===== src/hw/rtl/gfbi_pkg.sv =====
// shared types, constants and helpers for the grid field bilinear interpolator
// no dependencies; used by gfbi_bank, gfbi_axis and grid_field_bilinear_interp in hw/rtl
package gfbi_pkg;

  localparam int MAX_COLS = 64;
  localparam int MAX_ROWS = 64;
  localparam int COL_W    = $clog2(MAX_COLS);
  localparam int ROW_W    = $clog2(MAX_ROWS);
  localparam int IDX_W    = (COL_W > ROW_W) ? COL_W : ROW_W;
  // four banks split by column and row parity, each holds a quarter of the grid
  localparam int BANK_AW  = (COL_W - 1) + (ROW_W - 1);
  localparam int BANK_N   = 4;
  localparam int USED_W   = 7;
  localparam int FRAC_W   = 16;
  localparam int KEEP_W   = IDX_W + FRAC_W;
  localparam int COMP_N   = 3;
  localparam int PADDR_W  = 5;

  // result queue, sized to cover the pipeline latency plus the ready loop
  localparam int QDEPTH   = 16;
  localparam int QPTR_W   = $clog2(QDEPTH);
  localparam int QCNT_W   = QPTR_W + 1;

  typedef enum logic [2:0] {
    REG_ORIGIN_X = 3'd0,
    REG_ORIGIN_Y = 3'd1,
    REG_SCALE_X  = 3'd2,
    REG_SCALE_Y  = 3'd3,
    REG_COLS     = 3'd4,
    REG_ROWS     = 3'd5,
    REG_MIRROR_X = 3'd6,
    REG_MIRROR_Y = 3'd7
  } reg_idx_t;

  localparam logic FUNC_LOAD  = 1'b0;
  localparam logic FUNC_QUERY = 1'b1;

  // component 0 is x, 1 is y, 2 is z
  typedef logic [COMP_N-1:0][31:0] field_t;

  typedef struct packed {
    logic              in_grid;
    logic [IDX_W-1:0]  idx;
    logic [FRAC_W:0]   frac;
  } axis_res_t;

  typedef struct packed {
    logic [31:0] bx;
    logic [31:0] by;
    logic [31:0] bz;
    logic        in_grid;
  } result_t;

  function automatic logic [USED_W-1:0] clamp_used(input logic [USED_W-1:0] n,
                                                   input logic [USED_W-1:0] maxv);
    logic [USED_W-1:0] r;
    begin
      r = n;
      if (n < USED_W'(2)) r = USED_W'(2);
      else if (n > maxv) r = maxv;
      return r;
    end
  endfunction

endpackage


===== src/hw/rtl/gfbi_axis.sv =====
// one axis of the position pipeline: offset, scale, range check, mirror, edge clamp
// depends on gfbi_pkg; coord passes the ud1, product and pos3 registers before res
module gfbi_axis import gfbi_pkg::*; (
  input  logic               clk,
  input  logic signed [31:0] coord,
  input  logic signed [31:0] origin,
  input  logic [31:0]        scale,
  input  logic [USED_W-1:0]  used,
  input  logic               mirror,
  output axis_res_t          res
);

  logic signed [32:0] diff;
  logic               neg1, neg2;
  logic [31:0]        ud1;
  logic [47:0]        prod_hi2;
  logic [31:0]        prod_lo2;
  logic [47:0]        lo_full;
  logic [48:0]        pos;
  logic [USED_W-1:0]  used_m1;
  logic [KEEP_W-1:0]  limit;
  logic               inside3;
  logic [KEEP_W-1:0]  pos3;
  logic [KEEP_W-1:0]  mpos;

  assign diff    = {coord[31], coord} - {origin[31], origin};
  assign lo_full = 48'(ud1[15:0]) * 48'(scale);
  assign pos     = {1'b0, prod_hi2} + 49'(prod_lo2);
  assign used_m1 = used - USED_W'(1);
  assign limit   = {used_m1[IDX_W-1:0], {FRAC_W{1'b0}}};

  always_ff @(posedge clk) begin
    neg1     <= diff[32];
    ud1      <= diff[31:0];
    neg2     <= neg1;
    prod_hi2 <= 48'(ud1[31:16]) * 48'(scale);
    prod_lo2 <= lo_full[47:16];
    inside3  <= !neg2 && (pos <= 49'(limit));
    pos3     <= pos[KEEP_W-1:0];
  end

  always_comb begin
    mpos        = mirror ? (limit - pos3) : pos3;
    res.in_grid = inside3;
    res.idx     = mpos[KEEP_W-1:FRAC_W];
    res.frac    = {1'b0, mpos[FRAC_W-1:0]};
    // upper edge: step back one cell and take the full far weight
    if (USED_W'(mpos[KEEP_W-1:FRAC_W]) >= used_m1) begin
      res.idx  = IDX_W'(used - USED_W'(2));
      res.frac = {1'b1, {FRAC_W{1'b0}}};
    end
  end

endmodule


===== config.mk =====
export PLATFORM = sky130hd
export DESIGN_NAME = gfbi_axis
export DESIGN_NICKNAME = d
export VERILOG_FILES = /design/src/hw/rtl/gfbi_pkg.sv /design/src/hw/rtl/gfbi_axis.sv
export SDC_FILE = /design/constraint.sdc
export NUM_CORES = 2
export LEC_CHECK = 0
export ABC_AREA = 1
export BUFFER_PORTS_ARGS = -buffer_cell sky130_fd_sc_hd__buf_4
export CORE_ASPECT_RATIO = 1.2
export CORE_MARGIN = 1
export CORE_UTILIZATION = 50
export CTS_CLUSTER_SIZE = 20
export DETAILED_ROUTE_END_ITERATION = 8
export GPL_TIMING_DRIVEN = 0
export PLACE_DENSITY = 0.66
export SKIP_CTS_REPAIR_TIMING = 1
export SLEW_MARGIN = 10
export SYNTH_ARGS = -nofsm -noshare
export SYNTH_HDL_FRONTEND = slang
export SYNTH_SLANG_ARGS = --single-unit

===== constraint.sdc =====
create_clock -name clk -period 9.15 [get_ports clk]
set_input_delay 1.83 -clock clk [delete_from_list [all_inputs] [get_ports clk]]
set_output_delay 1.83 -clock clk [all_outputs]
set_load 0.03 [all_outputs]

* Word-level counts from Yosys, hierarchy flattened
Cells that the tools add are included.
Word-level totals: flip-flop bits (word level) 137, input bits 105, output and inout port bits 24
Cells by class: $mul 2, muxes and demuxes 2, reductions and logical operators 2, add/subtract/negate cells 5, $lt $le $gt $ge 2
Operator list (count):
- $mul A16 B32 Y48 | 2
- $add A48 B32 Y49 | 1
- $le A49 B22 Y1 | 1
- $sub A32 B32 Y33 | 1
- $mux W23 | 1
- $mux W22 | 1
- $sub A22 B22 Y22 | 1
- $ge A6 B7 Y1 | 1
- $sub A7 B1 Y7 const B | 1
- $sub A6 B2 Y6 const B | 1
- $logic_and A1 B1 Y1 | 1
- $logic_not A1 Y1 | 1

* Logic depth before layout (Yosys ltp)
word-level depth 5, mapped depth 28, depth with buffers taken out 27

* Least setup slack after synthesis
OpenSTA, ideal clock, no wires.
path type input -> output, start point input used[1], end point output res[10] (netlist name), stages on the path 21, path buffers 1, setup slack 2.163 ns, data arrival time 5.157 ns, path through inv_1 > ha_1 > nand2_1 > xor2_1 > inv_1 > ha_1 > nand2_1 > nor3_1 > nand4_1 > o221ai_1 > xnor2_1 > o21ai_0 > ha_1 > nand2_1 > o21ai_0 > nor2_1 > o21bai_1 > nand2_1 > clkinv_1 > clkbuf_1 > nor2_1
RTL lines:
- start: declaration | RTL line gfbi_axis.sv:8 | input logic [USED_W-1:0] used,
- end: declaration | RTL line gfbi_axis.sv:10 | output axis_res_t res

* Worst setup path after layout
start point input scale[24], end point register prod_lo2[31]
Between the ends: longest elaborated chain between the ends 1
Ends and longest elaborated chain:
- start: declaration | RTL line gfbi_axis.sv:7 | input logic [31:0] scale,
- $mul A16 B32 Y48 | RTL line gfbi_axis.sv:27 | assign lo_full = 48'(ud1[15:0]) * 48'(scale);
- via lo_full[47] | RTL line gfbi_axis.sv:18 | logic [47:0] lo_full;
- end signal: assignment | RTL line gfbi_axis.sv:37 | prod_lo2 <= lo_full[47:16];
- end: declaration | RTL line gfbi_axis.sv:17 | logic [31:0] prod_lo2;
The timed path passes the listed nets, and every way through them passes these cells.

==> impl_metrics.yaml <==
timing:
  fin_crit_ps: 8250
  tns_ps: 0
  rsz0062_at_grt: "no"
  worst_slack_ps: 904
  slew_headroom_pct: 7.24
  hold_viol: 0
  finClkSkew_ps: 26.8
  worst_pin_slew_ps: 1390
  setup_viol: 0
  slew_viol_final: 0
  clock.fmax_mhz: 121
  period_share_pct: 90.1
worst_setup_path:
  cpMostUsedCell: "fa_1"
  worst_path_max_delay_cell: "clkbuf_1"
  crit_required_ps: 9500
  start_kind: "input port"
  crit_fanout: 10
  path_delay_family: "adder cells"
  path_buf_inv: 6
  cp_cell_sequence: "buf_4 -> clkbuf_1 -> nand2_1 -> fa_1 -> fa_1 -> fa_1 -> inv_1 -> fa_1 -> fa_1 -> inv_1 -> fa_1 -> inv_1 -> ha_1 -> a21oi_1 -> inv_1 -> a31oi_1 -> o21ai_0 -> o21bai_1 -> nand2_1 -> nand3_1 -> xor2_1"
  critPathMaxStageDelay_ps: 970
  arrival_ps: 8600
  r2r_setup_slack_ps: 1940
  critPathCaptureType: "flip-flop"
  critPathKind: "in2reg"
global_route:
  grt_remaining_overflow: 0
  grt_pass1_wl_um: 234000
  use_met2_pct: 58.4
  grtUsageMet1_pct: 43.6
  antenna_found_initial: 2
  grt_pass1_vias: 39600
  grt.busiest_layer: "met2"
  met3_usage_pct: 9.80
  grt_usage_pct: 37.2
  grt_start_max_net_pins: 17
drt:
  drc: 0
  ant_nets: 0
  via_per_inst: 5.33
  drt_pass1_iterations: 6
  vias: 38100
  wl_per_cell_um: 21.6
  wirelength_um: 155000
  initialDrtViolationCount: 2851
floorplanning:
  dieArea_sq_mm: 0.0866
  core_sq_mm: 0.0848
  io_pins: 129
  initial_core_util_pct: 50.4
  rows: 117
  die_y_um: 322
  fp.dieW_um: 269
place:
  dpl_worst_slack_ps: 523
  portBuffers: 128
  dpl.hpwl_um: 131000
  gp_congestion: 1.00
synth:
  synth_async_sr_flop_share_pct: 0
  synth.avg_cell_area_sq_um: 7.28
  synth_mux_area_share_pct: 0
  syn_inst: 5862
  synthSimpleGateAreaFrac_pct: 19.9
  synthAdderAreaFrac_pct: 48.7
  netlist.area_leader.share_pct: 39.3
  ys_warn_count: 0
  yosysSeqAreaShare_pct: 6.42
  synth-compound-area-share_pct: 5.91
  synth_nets: 7126
  synth_xor_area_share_pct: 2.83
  ys_ff_latch: 137
  synth_area_sq_mm: 0.0427
  ys.flop_type: "dfxtp_1"
  synth-edff-count: 0
  ys_types: 51
  synth.area.top_cells: "fa_1 (39%), inv_1 (15%), nand2_1 (14%)"
  synth_top_family_by_area: "adder cells"
  yosysTopAreaCell: "fa_1"
clocking:
  cts.sinks: 137
  cts_tree: "built"
  htreeDepth: 4
  root_buffer: "clkbuf_16"
  insertion_delay_ps: 510
  clkSlewWorstSetupHoldPaths_ps: 70
  cts_max_path_buffers: 2
  cts-buffers-inserted: 17
outcome:
  status: "completed"
final_layout:
  num_antenna_cells: 0
  syn_to_final_growth_pct: 6.94
  final_cell_mix: "inv_1 (1650), nand2_1 (1607), fa_1 (837)"
  nets: 7273
  nFillCells: 8533
  final_common_cell: "inv_1"
  fin_util_pct: 53.9
  drive_gt1_share_pct: 3.52
hold_path:
  hold_class: "reg2reg"
job:
  maxCapViolCount: 0
## kinds of logic (layout without fill, tap and decap cells)
| family | after synthesis | count (layout) |
|---|---|---|
| buffers and inverters | 1850 | 2010 |
| AO/OA/AOI/OAI | 434 | 434 |
| adder cells (fa/ha/maj) | 1159 | 1159 |
| AND/OR/NAND/NOR | 2144 | 2144 |
| flip-flops | 137 | 137 |
| XOR/XNOR | 138 | 138 |
## Yosys cell counts, types with 32 or more instances
cell type and instances:
fa_1 837, nand4_1 32, xnor2_1 52, o21ai_0 96
xor2_1 86, dfxtp_1 137, a21oi_1 203, nand3_1 115
clkbuf_1 195, nor2_1 310, nor3_1 32, ha_1 322
inv_1 1650, nand2_1 1607
## worst register-to-register path, stage by stage (launching register included)
cell and delay [ps]:
dfxtp_1 630, clkbuf_1 800, nand2_1 180, fa_1 560, inv_1 50, fa_1 530
inv_1 60, fa_1 500, inv_1 60, fa_1 500, fa_1 490, inv_1 50
fa_1 480, inv_1 50, ha_1 480, a21oi_1 370, o21a_1 220, o21ai_0 110
o21bai_1 200, nand2_1 70, nand3_1 210, xor2_1 440
## final cells by class
type                       instances  area [sq um]  area share, %
buffer                           197           743           1.63
clock buffer                      18           439          0.962
tap                             1130          1410           3.10
clock inverter                    14           148          0.323
inverter                        1653          6200           13.6
multi-input combinational       3875         33000           72.3
timing repair buffer             128           961           2.10
sequential                       137          2740           6.01
## registers in the layout, summed over array words and instances (netlist names)
register  count
prod_hi2     48
prod_lo2     32
neg1          1
ud1          32
inside3       1
neg2          1
pos3         22
## metrics by stage
stage          instances  hold slack [ps]  instance area, sq um
2_1_floorplan       5862              310                 42700
3_3_place_gp        7120              479                 45100
3_5_place_dp        7120              476                 45100
4_1_cts             7152              490                 45700
5_1_grt             7152              520                 45700
6_report            7152              509                 45700
## routing by layer
layer	part of all wire, %	wire (um)
met1	36	56500
met2	44	68600
met3	10	15700
met4	9.1	14000
met5	0.015	23
## final timing paths
path / from / to / cells after the start
hold / removal: neg1 / neg2 / 0
hold reg to reg: neg1 / neg2 / 0
setup / recovery: scale[24] / prod_lo2[31] / 21
setup reg to reg: ud1[2] / prod_lo2[31] / 21
Power is left out: the tool's default activity adds up to more than one toggle a clock period on the data nets, which glitch-free logic cannot reach.
